$ cat config.mk
export PLATFORM = sky130hd
export DESIGN_NAME = dsre_ctrl_flat
export DESIGN_NICKNAME = d
export VERILOG_FILES = /design/src/rtl/core/dsre_pkg.sv /design/src/rtl/core/dsre_in_if.sv /design/src/rtl/core/dsre_out_if.sv /design/src/rtl/core/dsre_ctrl.sv /design/src/flat_wrapper.sv
export SDC_FILE = /design/constraint.sdc
export NUM_CORES = 1
export LEC_CHECK = 0
export ABC_CLOCK_PERIOD_IN_PS = 9900
export BUFFER_PORTS_ARGS = -buffer_cell sky130_fd_sc_hd__buf_2
export CAP_MARGIN = 10
export CORE_AREA = 5 5 128 130
export CTS_CLUSTER_DIAMETER = 150
export DETAILED_ROUTE_END_ITERATION = 8
export DIE_AREA = 0 0 133 135
export PLACE_DENSITY_LB_ADDON = 0.1
export SKIP_LAST_GASP = 1
export SLEW_MARGIN = 20
export SYNTH_ARGS = -nofsm -noshare
export SYNTH_HDL_FRONTEND = slang
export SYNTH_SLANG_ARGS = --single-unit
$ cat constraint.sdc
create_clock -name clk -period 9.9 [get_ports clk]
set_clock_uncertainty 0.05 [all_clocks]
set_input_delay 1.98 -clock clk [delete_from_list [all_inputs] [get_ports clk]]
set_output_delay 1.98 -clock clk [all_outputs]
set_load 0.005 [all_outputs]
$ cat src/rtl/core/dsre_pkg.sv
// shared types and constants of the dual stack rotate engine
// no dependencies; every other file imports it
package dsre_pkg;

  localparam int DEPTH_DEF = 64;
  localparam int DW        = 32;
  localparam int MODE_W    = 4;
  localparam int CNT_W     = 7;
  localparam int STAT_W    = 2;
  localparam int GRP       = 8;

  typedef enum logic [MODE_W-1:0] {
    MODE_LOAD = 4'd0,
    MODE_SA   = 4'd1,
    MODE_SB   = 4'd2,
    MODE_SS   = 4'd3,
    MODE_PA   = 4'd4,
    MODE_PB   = 4'd5,
    MODE_RA   = 4'd6,
    MODE_RB   = 4'd7,
    MODE_RR   = 4'd8,
    MODE_RRA  = 4'd9,
    MODE_RRB  = 4'd10,
    MODE_RRR  = 4'd11
  } mode_t;

  typedef enum logic [STAT_W-1:0] {
    STAT_DONE  = 2'd0,
    STAT_SHORT = 2'd1,
    STAT_FULL  = 2'd2
  } status_t;

  typedef enum logic [2:0] {
    OP_HOLD,
    OP_SWAP,
    OP_UP,
    OP_ROTUP,
    OP_DOWN,
    OP_LOAD
  } cell_op_t;

  typedef enum logic [1:0] {
    INJ_EXT,
    INJ_TOP,
    INJ_BOT
  } inj_sel_t;

  typedef struct packed {
    cell_op_t op;
    inj_sel_t inj;
  } stk_ctl_t;

  typedef enum logic {
    FSM_IDLE,
    FSM_GATHER
  } fsm_t;

endpackage

$ cat src/rtl/core/dsre_in_if.sv
// input channel: operation beat with valid/ready handshake
// depends on dsre_pkg
interface dsre_in_if import dsre_pkg::*; ();
  logic                 valid;
  logic                 ready;
  logic [MODE_W-1:0]    mode;
  logic signed [DW-1:0] value;

  modport source (output valid, output mode, output value, input ready);
  modport sink   (input valid, input mode, input value, output ready);
endinterface

$ cat src/rtl/core/dsre_out_if.sv
// result channel: tops, counts and status with valid/ready handshake
// depends on dsre_pkg
interface dsre_out_if import dsre_pkg::*; ();
  logic                 valid;
  logic                 ready;
  logic signed [DW-1:0] top_of_a;
  logic signed [DW-1:0] top_of_b;
  logic [CNT_W-1:0]     count_of_a;
  logic [CNT_W-1:0]     count_of_b;
  logic [STAT_W-1:0]    status;

  modport source (output valid, output top_of_a, output top_of_b, output count_of_a,
                  output count_of_b, output status, input ready);
  modport sink   (input valid, input top_of_a, input top_of_b, input count_of_a,
                  input count_of_b, input status, output ready);
endinterface

$ cat src/rtl/core/dsre_ctrl.sv
// handshake, operation decode, fill counters and result register
// depends on dsre_pkg, dsre_in_if and dsre_out_if
module dsre_ctrl import dsre_pkg::*; #(
  parameter int DEPTH = DEPTH_DEF,
  parameter int FW    = $clog2(DEPTH + 1)
) (
  input  logic          clk,
  input  logic          rst_n,
  dsre_in_if.sink       in_ch,
  dsre_out_if.source    out_ch,
  input  logic [DW-1:0] a_top,
  input  logic [DW-1:0] b_top,
  input  logic [DW-1:0] a_top_nxt,
  input  logic [DW-1:0] b_top_nxt,
  output logic [FW-1:0] fill_a,
  output logic [FW-1:0] fill_b,
  output stk_ctl_t      ctl_a,
  output stk_ctl_t      ctl_b,
  output logic [DW-1:0] ext_a,
  output logic [DW-1:0] ext_b
);

  localparam logic [FW-1:0] FULL_V = FW'(DEPTH);
  localparam logic [FW-1:0] TWO_V  = FW'(2);
  localparam logic [FW-1:0] ONE_V  = FW'(1);

  fsm_t              state_r, state_nxt;
  mode_t             mode_r;
  mode_t             in_mode;
  mode_t             op_mode;
  logic              in_fire;
  logic              is_rdn;
  logic              apply;
  logic [FW-1:0]     fill_a_r, fill_a_nxt;
  logic [FW-1:0]     fill_b_r, fill_b_nxt;
  status_t           status;
  logic              out_valid_r, out_valid_nxt;
  logic [DW-1:0]     top_a_r, top_b_r;
  logic [CNT_W-1:0]  cnt_a_r, cnt_b_r;
  logic [STAT_W-1:0] status_r;
  logic              ok_a, ok_b, full_a, full_b, empty_a, empty_b;
  logic              wa, wb;
  cell_op_t          sop;

  assign in_mode = mode_t'(in_ch.mode);
  assign in_fire = in_ch.valid && in_ch.ready;
  assign is_rdn  = (in_mode == MODE_RRA) || (in_mode == MODE_RRB) || (in_mode == MODE_RRR);

  always_comb begin
    state_nxt = state_r;
    unique case (state_r)
      FSM_IDLE:   if (in_fire && is_rdn) state_nxt = FSM_GATHER;
      FSM_GATHER: state_nxt = FSM_IDLE;
      default:    state_nxt = FSM_IDLE;
    endcase
  end

  always_comb begin
    in_ch.ready = 1'b0;
    op_mode     = in_mode;
    apply       = 1'b0;
    unique case (state_r)
      FSM_IDLE: begin
        in_ch.ready = !out_valid_r || out_ch.ready;
        apply       = in_fire && !is_rdn;
      end
      FSM_GATHER: begin
        op_mode = mode_r;
        apply   = 1'b1;
      end
      default: ;
    endcase
  end

  assign ok_a    = (fill_a_r >= TWO_V);
  assign ok_b    = (fill_b_r >= TWO_V);
  assign full_a  = (fill_a_r == FULL_V);
  assign full_b  = (fill_b_r == FULL_V);
  assign empty_a = (fill_a_r == '0);
  assign empty_b = (fill_b_r == '0);

  always_comb begin
    ctl_a      = '{op: OP_HOLD, inj: INJ_EXT};
    ctl_b      = '{op: OP_HOLD, inj: INJ_EXT};
    status     = STAT_DONE;
    fill_a_nxt = fill_a_r;
    fill_b_nxt = fill_b_r;
    ext_a      = (op_mode == MODE_PA) ? b_top : DW'(in_ch.value);
    ext_b      = a_top;
    wa         = 1'b0;
    wb         = 1'b0;
    sop        = OP_HOLD;
    if (apply) begin
      unique case (op_mode) inside
        MODE_LOAD: begin
          if (full_a) begin
            status = STAT_FULL;
          end else begin
            ctl_a      = '{op: OP_LOAD, inj: INJ_EXT};
            fill_a_nxt = fill_a_r + ONE_V;
          end
        end
        MODE_SA, MODE_SB, MODE_SS: begin
          wa  = (op_mode != MODE_SB);
          wb  = (op_mode != MODE_SA);
          sop = OP_SWAP;
        end
        MODE_RA, MODE_RB, MODE_RR: begin
          wa  = (op_mode != MODE_RB);
          wb  = (op_mode != MODE_RA);
          sop = OP_ROTUP;
        end
        MODE_RRA, MODE_RRB, MODE_RRR: begin
          wa  = (op_mode != MODE_RRB);
          wb  = (op_mode != MODE_RRA);
          sop = OP_DOWN;
        end
        MODE_PA: begin
          if (empty_b) begin
            status = STAT_SHORT;
          end else if (full_a) begin
            status = STAT_FULL;
          end else begin
            ctl_b      = '{op: OP_UP, inj: INJ_EXT};
            ctl_a      = '{op: OP_DOWN, inj: INJ_EXT};
            fill_a_nxt = fill_a_r + ONE_V;
            fill_b_nxt = fill_b_r - ONE_V;
          end
        end
        MODE_PB: begin
          if (empty_a) begin
            status = STAT_SHORT;
          end else if (full_b) begin
            status = STAT_FULL;
          end else begin
            ctl_a      = '{op: OP_UP, inj: INJ_EXT};
            ctl_b      = '{op: OP_DOWN, inj: INJ_EXT};
            fill_b_nxt = fill_b_r + ONE_V;
            fill_a_nxt = fill_a_r - ONE_V;
          end
        end
        default: ;
      endcase

      // swap and rotate families share the per-stack length check
      if (wa) begin
        if (ok_a) begin
          ctl_a.op  = sop;
          ctl_a.inj = (sop == OP_DOWN) ? INJ_BOT : INJ_TOP;
        end else begin
          status = STAT_SHORT;
        end
      end
      if (wb) begin
        if (ok_b) begin
          ctl_b.op  = sop;
          ctl_b.inj = (sop == OP_DOWN) ? INJ_BOT : INJ_TOP;
        end else begin
          status = STAT_SHORT;
        end
      end
    end
  end

  assign out_valid_nxt = apply ? 1'b1 : (out_ch.ready ? 1'b0 : out_valid_r);

  always_ff @(posedge clk) begin
    if (!rst_n) begin
      state_r     <= FSM_IDLE;
      fill_a_r    <= '0;
      fill_b_r    <= '0;
      out_valid_r <= 1'b0;
    end else begin
      state_r     <= state_nxt;
      fill_a_r    <= fill_a_nxt;
      fill_b_r    <= fill_b_nxt;
      out_valid_r <= out_valid_nxt;
    end
  end

  always_ff @(posedge clk) begin
    if (in_fire) begin
      mode_r <= in_mode;
    end
    if (apply) begin
      top_a_r  <= (fill_a_nxt != '0) ? a_top_nxt : '0;
      top_b_r  <= (fill_b_nxt != '0) ? b_top_nxt : '0;
      cnt_a_r  <= CNT_W'(fill_a_nxt);
      cnt_b_r  <= CNT_W'(fill_b_nxt);
      status_r <= status;
    end
  end

  assign fill_a            = fill_a_r;
  assign fill_b            = fill_b_r;
  assign out_ch.valid      = out_valid_r;
  assign out_ch.top_of_a   = top_a_r;
  assign out_ch.top_of_b   = top_b_r;
  assign out_ch.count_of_a = cnt_a_r;
  assign out_ch.count_of_b = cnt_b_r;
  assign out_ch.status     = status_r;

endmodule

$ cat src/flat_wrapper.sv
// flat-port wrapper written by rule: the top's interface ports become plain ports
module dsre_ctrl_flat import dsre_pkg::*;
#(
  parameter int DEPTH = DEPTH_DEF,
  parameter int FW    = $clog2(DEPTH + 1)
)
  (clk, rst_n, a_top, b_top, a_top_nxt, b_top_nxt, fill_a, fill_b, ctl_a, ctl_b, ext_a, ext_b, in_ch_valid, in_ch_mode, in_ch_value, in_ch_ready, out_ch_valid, out_ch_top_of_a, out_ch_top_of_b, out_ch_count_of_a, out_ch_count_of_b, out_ch_status, out_ch_ready);
  dsre_in_if in_ch_i ();
  dsre_out_if out_ch_i ();
  input  logic clk;
  input  logic rst_n;
  input  logic [DW-1:0] a_top;
  input  logic [DW-1:0] b_top;
  input  logic [DW-1:0] a_top_nxt;
  input  logic [DW-1:0] b_top_nxt;
  output logic [FW-1:0] fill_a;
  output logic [FW-1:0] fill_b;
  output stk_ctl_t ctl_a;
  output stk_ctl_t ctl_b;
  output logic [DW-1:0] ext_a;
  output logic [DW-1:0] ext_b;
  input wire logic [$bits(in_ch_i.valid)-1:0] in_ch_valid;
  input wire logic [$bits(in_ch_i.mode)-1:0] in_ch_mode;
  input wire logic [$bits(in_ch_i.value)-1:0] in_ch_value;
  output wire logic [$bits(in_ch_i.ready)-1:0] in_ch_ready;
  output wire logic [$bits(out_ch_i.valid)-1:0] out_ch_valid;
  output wire logic [$bits(out_ch_i.top_of_a)-1:0] out_ch_top_of_a;
  output wire logic [$bits(out_ch_i.top_of_b)-1:0] out_ch_top_of_b;
  output wire logic [$bits(out_ch_i.count_of_a)-1:0] out_ch_count_of_a;
  output wire logic [$bits(out_ch_i.count_of_b)-1:0] out_ch_count_of_b;
  output wire logic [$bits(out_ch_i.status)-1:0] out_ch_status;
  input wire logic [$bits(out_ch_i.ready)-1:0] out_ch_ready;
  assign in_ch_i.valid = in_ch_valid;
  assign in_ch_i.mode = in_ch_mode;
  assign in_ch_i.value = in_ch_value;
  assign in_ch_ready = in_ch_i.ready;
  assign out_ch_valid = out_ch_i.valid;
  assign out_ch_top_of_a = out_ch_i.top_of_a;
  assign out_ch_top_of_b = out_ch_i.top_of_b;
  assign out_ch_count_of_a = out_ch_i.count_of_a;
  assign out_ch_count_of_b = out_ch_i.count_of_b;
  assign out_ch_status = out_ch_i.status;
  assign out_ch_i.ready = out_ch_ready;
  dsre_ctrl #(.DEPTH(DEPTH), .FW(FW)) u_core (.clk(clk), .rst_n(rst_n), .in_ch(in_ch_i), .out_ch(out_ch_i), .a_top(a_top), .b_top(b_top), .a_top_nxt(a_top_nxt), .b_top_nxt(b_top_nxt), .fill_a(fill_a), .fill_b(fill_b), .ctl_a(ctl_a), .ctl_b(ctl_b), .ext_a(ext_a), .ext_b(ext_b));
endmodule
==> results of run 1 <==
-- layout make-up --
type	instances	area [µm²]
timing repair buffer	278	1420
fill	1431	7560
antenna	2	5.00
clock inverter	6	38.8
clock buffer	10	229
tap	188	235
inverter	15	57.6
multi-input combinational	387	2640
sequential	100	2840
-- metal layers --
metal	vias up	track usage, %
li1	2484	-
met1	2429	23.3
met2	229	34.1
met3	33	4.66
met4	0	9.93
met5	-	0
-- cell families (layout without fill, tap and decap cells) --
logic type	count (synthesis)	in the layout	share of synthesized area, %
AND/OR/NAND/NOR	229	229	19.9
AO/OA/AOI/OAI	142	142	20.7
multiplexers	7	7	1.24
other	0	2	0
adder cells (fa/ha/maj)	7	7	1.47
buffers and inverters	79	309	8.55
XOR/XNOR	2	2	0.420
flip-flops	100	100	47.7
-- worst max path at each step --
stage / from / endpoint / slack, ps / cells after the start
after floorplan: in_ch_mode[0] / ctl_b[1] / 3240 / 6
after global placement: in_ch_mode[1] / ctl_b[3] / 3840 / 6
after detailed placement: in_ch_mode[1] / ctl_b[3] / 3690 / 6
after CTS: in_ch_mode[1] / ctl_b[3] / 3680 / 6
after global routing: in_ch_mode[0] / ctl_a[4] / 3730 / 7
final: in_ch_mode[1] / ctl_a[3] / 3930 / 7
-- power by group --
part | internal, mW | switching (mW) | leakage [nW] | total (mW)
logic | 0.0670 | 0.0856 | 2.19 | 0.153
registers | 0.490 | 0.00823 | 0.965 | 0.498
clock network | 0.171 | 0.155 | 0.131 | 0.326
-- flip-flops by register name (all words and copies together) (netlist names) --
name / cells
u_core.state_r: 1
u_core.out_ch.count_of_b: 7
u_core.fill_a: 7
u_core.out_ch.count_of_a: 7
u_core.out_ch.top_of_b: 32
u_core.out_ch.status: 2
u_core.fill_b: 7
u_core.out_ch.top_of_a: 32
u_core.out_ch.valid: 1
u_core.mode_r: 4
-- per-stage QoR --
stage          setup slack, ps  utilization [%]  hold WS [ps]  total power [mW]  cells
5_1_grt                   3730             49.7           691              1.02    986
3_5_place_dp              3690             47.6           635             0.661    967
3_3_place_gp              3840             47.6           613             0.660    967
4_1_cts                   3680             49.4           645             0.990    983
6_report                  3930             49.7           636             0.976    986
2_1_floorplan             3240                -           592             0.592    566
-- placed cells by master, fill, tap and decap left out, types with 5 or more instances in the layout --
cell type / instances
buf_2: 273
nand2_1: 112
edfxtp_1: 84
a21boi_2: 30
nor2_1: 24
a21oi_1: 20
and2_1: 20
a21boi_0: 20
dfxtp_1: 16
a21boi_1: 15
inv_1: 13
nor3_1: 13
nor4_1: 10
clkbuf_16: 9
o21ai_0: 8
o31ai_1: 7
ha_1: 7
nand4_1: 6
nand2b_1: 5
-- worst reg2reg max path: stages, from the launching register on --
cell,delay [ps]
dfxtp_1,640
inv_2,230
o2111ai_2,290
and2_1,550
clkinv_2,130
buf_4,410
nand3b_1,380
a32oi_2,170
nor3_4,780
a21boi_0,270
==> impl_results.md, run 1 <==
* Outcome: finished, final reports clean
* PwrDens at 131 mW/mm²
* Via Count at 5175
* Min-Delay Startpoint: u_core.out_ch.valid
* Hpwl dp at 14400 µm
* DR WL/cell at 19.0 µm
* Clk buf depth at 2
* Worst vdd ir at 0.0802 mV
* PortBufs at 273
* Die area at 0.0180 mm²
* Least-Margin Pin Slew at 1100 ps
* WL final at 18700 µm
* Fmax at 168 MHz
* # IOs at 338
* Worst reg2reg endpoint: u_core.out_ch.top_of_b[22]
* Worst R2R Path Depth at 9
* CTS buffer count at 9
* Clock Sinks at 100
* Final net count at 966
* Final ANT Viol Nets at 0
* Max Cap Violations at 0
* Die width at 133 µm
* M1 WL at 7460 µm
* Hold path cells at 3
* Hold Vio Cnt, Final at 0
* Starting Density at 39.6%
* Fin crit period at 5970 ps
* Hold WC Path Type: register to register
* Cell family with most CP delay: simple AND/OR/NAND/NOR gates
* Cells after Synth at 566
* Ys async rst share at 0%
* Tot GR Track Use at 19.9%
* Met2 Wirelength at 9330 µm
* Main synth FF type: edfxtp_1
* Crit-path slowest cell: or4b_4
* LEAKAGE at 3.28 nW
* Remaining Overflow, GRT at 0
* Area leader, netlist: edfxtp_1
* CORE AREA at 0.0150 mm²
* # rows at 45
* RSZ-0062 raised after global routing: no
* Largest net degree at the start of global routing at 83
* Flop-to-flop setup slack at 5720 ps
* Worst R2R Start: u_core.state_r
* Sequential area share after synthesis at 47.7%
* Ys Warns at 0
* Post-CTS setup buffers at 0
* Startpoint Class: primary input
* Share of cells above drive strength 1 at 45.0%
* CTS hold repair buffers at 0
* Fin. max-slew vios at 0
* Setup TNS Final at 0 ps
* Root Driver: clkbuf_16
* Count of cell types in the netlist at 76
* Hold endpoint: u_core.out_ch.valid
* H-tree depth at 3
* Clk slew on worst S/H paths at 70 ps
* Largest stage delay on the critical path at 560 ps
* Number of remaining DRC errors at 0
* Synth-to-Final Area Change at 25.4%
* Synth cell count leaders: nand2_1 (112), edfxtp_1 (84), buf_4 (33)
* Most frequent CP cell: buf_2
* Most common cell in the netlist: nand2_1
* # setup viols final at 0
* Vias in the first global route at 5175
* DRT iter0 DRCs at 345
* Critical Path Sink Type: primary output
* Avg Vias per Cell at 5.25
* Worst path bufs/invs at 2
* Post-synth top area share at 42.3%
* Crit Path Category: primary input to primary output
* GP Congestion at 0.896
* Global-route wire length before repair at 28300 µm
* Post-CTS resize count at 0
* Yosys reg bits at 100
* Placed cell areas at 0.00716 mm²
* Drt pass-1 iters at 5
* Max transition margin at 26.9%
* TritonCTS clock tree: done
* Top post-synthesis cells by area: edfxtp_1 (42%), nand2_1 (7.1%), a21boi_2 (5.7%)
* Die Y at 135 µm
* Avg Inst Size Synth at 10.5 µm²
* Worst-path cell chain: buf_2 -> or4b_4 -> a21o_1 -> nor3_1 -> a21oi_1 -> nor2_1 -> buf_2
* Post-synth EDFFs at 84
* Maximum fanout along the worst path at 19
* Highest routed layer: met4
* Worst Path Required at 7870 ps
* Synth Net Count at 741
* Arr. time, crit path at 3940 ps
* WL met3 at 1310 µm
* Post-route cell area at 0.00747 mm²
* Post-synth design cell area at 0.00596 mm²
* Fin crit share at 60.3%
* Initial antenna violation count at 2
* Worst-Skew Late Latency at 340 ps
(Power assumes the default switching activity.)
==> run 2, diff against run 1 <==
--- a/config.mk
+++ b/config.mk
@@ -5,13 +5,13 @@
 export SDC_FILE = /design/constraint.sdc
 export NUM_CORES = 1
 export LEC_CHECK = 0
-export ABC_CLOCK_PERIOD_IN_PS = 9900
+export ABC_CLOCK_PERIOD_IN_PS = 5700
 export BUFFER_PORTS_ARGS = -buffer_cell sky130_fd_sc_hd__buf_2
 export CAP_MARGIN = 10
-export CORE_AREA = 5 5 128 130
+export CORE_AREA = 5 5 129 131
 export CTS_CLUSTER_DIAMETER = 150
 export DETAILED_ROUTE_END_ITERATION = 8
-export DIE_AREA = 0 0 133 135
+export DIE_AREA = 0 0 134 136
 export PLACE_DENSITY_LB_ADDON = 0.1
 export SKIP_LAST_GASP = 1
 export SLEW_MARGIN = 20
==> constraint.sdc (replaced) <==
create_clock -name clk -period 5.7 [get_ports clk]
set_clock_uncertainty 0.05 [all_clocks]
set_input_delay 1.14 -clock clk [delete_from_list [all_inputs] [get_ports clk]]
set_output_delay 1.14 -clock clk [all_outputs]
set_load 0.005 [all_outputs]
==> run 2 against run 1 <==
Compared with the run above:
- worst setup slack got worse by 2500 ps
- die area increased by 1.5%
- clock-buffer cell count is the same
- non-clock buffer count up 2
- first-iteration DRC count rose by 0.87%
- critical endpoint is now u_core.out_ch.top_of_b[5]
- largest power group unchanged
==> impl_results.md, run 2 (synthesis gave the netlist of run 1 again) <==
* Highest routed layer: met4
* WL met3 at 1770 µm
* Least-Margin Pin Slew at 1030 ps
* Largest net degree at the start of global routing at 47
* # rows at 46
* Startpoint Class: primary input
* Final worst slack at 1440 ps
* Arr. time, crit path at 4260 ps
* Outcome: finished, final reports clean
* DR WL/cell at 19.1 µm
* Fin crit period at 4260 ps
* Hold WC Path Type: register to register
* Setup TNS Final at 0 ps
* Flop-to-flop setup slack at 1900 ps
* GP Congestion at 0.943
* CTS buffer count at 9
* Die Y at 136 µm
* Worst-path cell chain: buf_2 -> nand2b_1 -> o2111ai_2 -> and2_1 -> clkinv_2 -> buf_4 -> nand3b_1 -> a32oi_2 -> nor3_4 -> a21boi_0
* Avg Vias per Cell at 5.29
* M1 WL at 7310 µm
* Global-route wire length before repair at 28400 µm
* Via Count at 5249
* Worst R2R Start: u_core.state_r
* PortBufs at 273
* Worst reg2reg endpoint: u_core.out_ch.top_of_b[5]
* Worst vdd ir at 0.134 mV
* Die width at 134 µm
* Remaining Overflow, GRT at 0
* Worst Path Required at 5700 ps
* RSZ-0062 raised after global routing: no
* Fin. max-slew vios at 0
* Crit-path slowest cell: nor3_4
* Fin util at 48.2%
* Critical Path Sink Type: register
* Starting Density at 38.5%
* Max Cap Violations at 0
* Final net count at 968
* Fmax at 235 MHz
* Largest stage delay on the critical path at 800 ps
* Max transition margin at 31.3%
* Hold Vio Cnt, Final at 0
* Fin crit share at 74.8%
* Maximum fanout along the worst path at 37
* Worst path bufs/invs at 3
* Tot GR Track Use at 19.8%
* End point of the critical path: u_core.out_ch.top_of_b[5]
* Root Driver: clkbuf_16
* Worst R2R Path Depth at 9
* Most common cell after layout, fill and taps aside: buf_2
* Critical Path Start: in_ch_mode[2]
* WL final at 18900 µm
* Synth-to-Final Area Change at 25.3%
* Clock Sinks at 100
* Final ANT Viol Nets at 0
* DRT iter0 DRCs at 348
* Drt pass-1 iters at 5
* Initial antenna violation count at 2
* Fillers at 1473
* CORE AREA at 0.0155 mm²
* Hpwl dp at 14800 µm
* LEAKAGE at 3.29 nW
* Vias in the first global route at 5226
* Post-CTS setup buffers at 0
* # setup viols final at 0
* Most frequent cells in the layout: buf_2 (273), nand2_1 (112), edfxtp_1 (84), a21boi_2 (30), nor2_1 (24)
* Crit Path Category: primary input to register
* Crit. path cell count at 10
* Min-Delay Startpoint: u_core.out_ch.valid
* Clk buf depth at 2
* TritonCTS clock tree: done
* Pre-CTS WS at 1080 ps
* Clk slew on worst S/H paths at 70 ps
* Share of cells above drive strength 1 at 45.1%
* Cell family with most CP delay: simple AND/OR/NAND/NOR gates
* Post-CTS resize count at 0
* Worst-Skew Late Latency at 340 ps
* PwrDens at 226 mW/mm²
* Number of remaining DRC errors at 0
* H-tree depth at 3
* CTS hold repair buffers at 0
* # IOs at 338
* Met2 Wirelength at 9220 µm
* Die area at 0.0182 mm²
==> run 2: stage by stage <==
step / hold slack, ps / cell area [µm²] / total power, mW / std cells
finish: 652 / 7460 / 1.69 / 992
global route: 687 / 7460 / 1.76 / 992
CTS: 657 / 7460 / 1.71 / 990
detailed placement: 645 / 7190 / 1.15 / 974
global placement: 639 / 7190 / 1.15 / 974
floorplan: 592 / 5960 / 1.03 / 566
==> run 2: worst min path at each step <==
stage,slack [ps],to,cells after the start
2_1_floorplan,590,u_core.out_ch.count_of_a[6],2
3_3_place_gp,640,u_core.out_ch.valid,3
3_5_place_dp,640,u_core.out_ch.valid,3
4_1_cts,660,u_core.out_ch.valid,3
5_1_grt,690,u_core.out_ch.count_of_a[6],2
6_report,650,u_core.out_ch.valid,3
==> run 2: cell type report <==
type / instances / area [µm²] / share of cell area [%]
Tap cell: 192 / 240 / 3.22
Inverter: 15 / 57.6 / 0.771
Timing Repair Buffer: 280 / 1420 / 19.0
Sequential cell: 100 / 2840 / 38.1
Clock inverter: 6 / 38.8 / 0.520
Antenna cell: 2 / 5.00 / 0.0671
Clock buffer: 10 / 229 / 3.07
Multi-Input combinational cell: 387 / 2630 / 35.3
==> run 2: worst register-to-register path, stage by stage (launching register included) <==
cell and delay (ps):
dfxtp_1 640, inv_2 230, o2111ai_2 280, and2_1 510, clkinv_2 120, buf_4 300
nand3b_1 170, a32oi_2 160, nor3_4 800, a21boi_0 250
==> run 2: where the power goes <==
group | internal, mW | switching (mW)
clock network | 0.295 | 0.261
registers | 0.850 | 0.0152
logic | 0.117 | 0.147
==> run 2: per-layer routing <==
layer	track usage, %	vias to the layer above
li1	-	2492
met1	23.4	2420
met2	33.6	299
met3	5.74	38
met4	8.63	0
met5	0	-
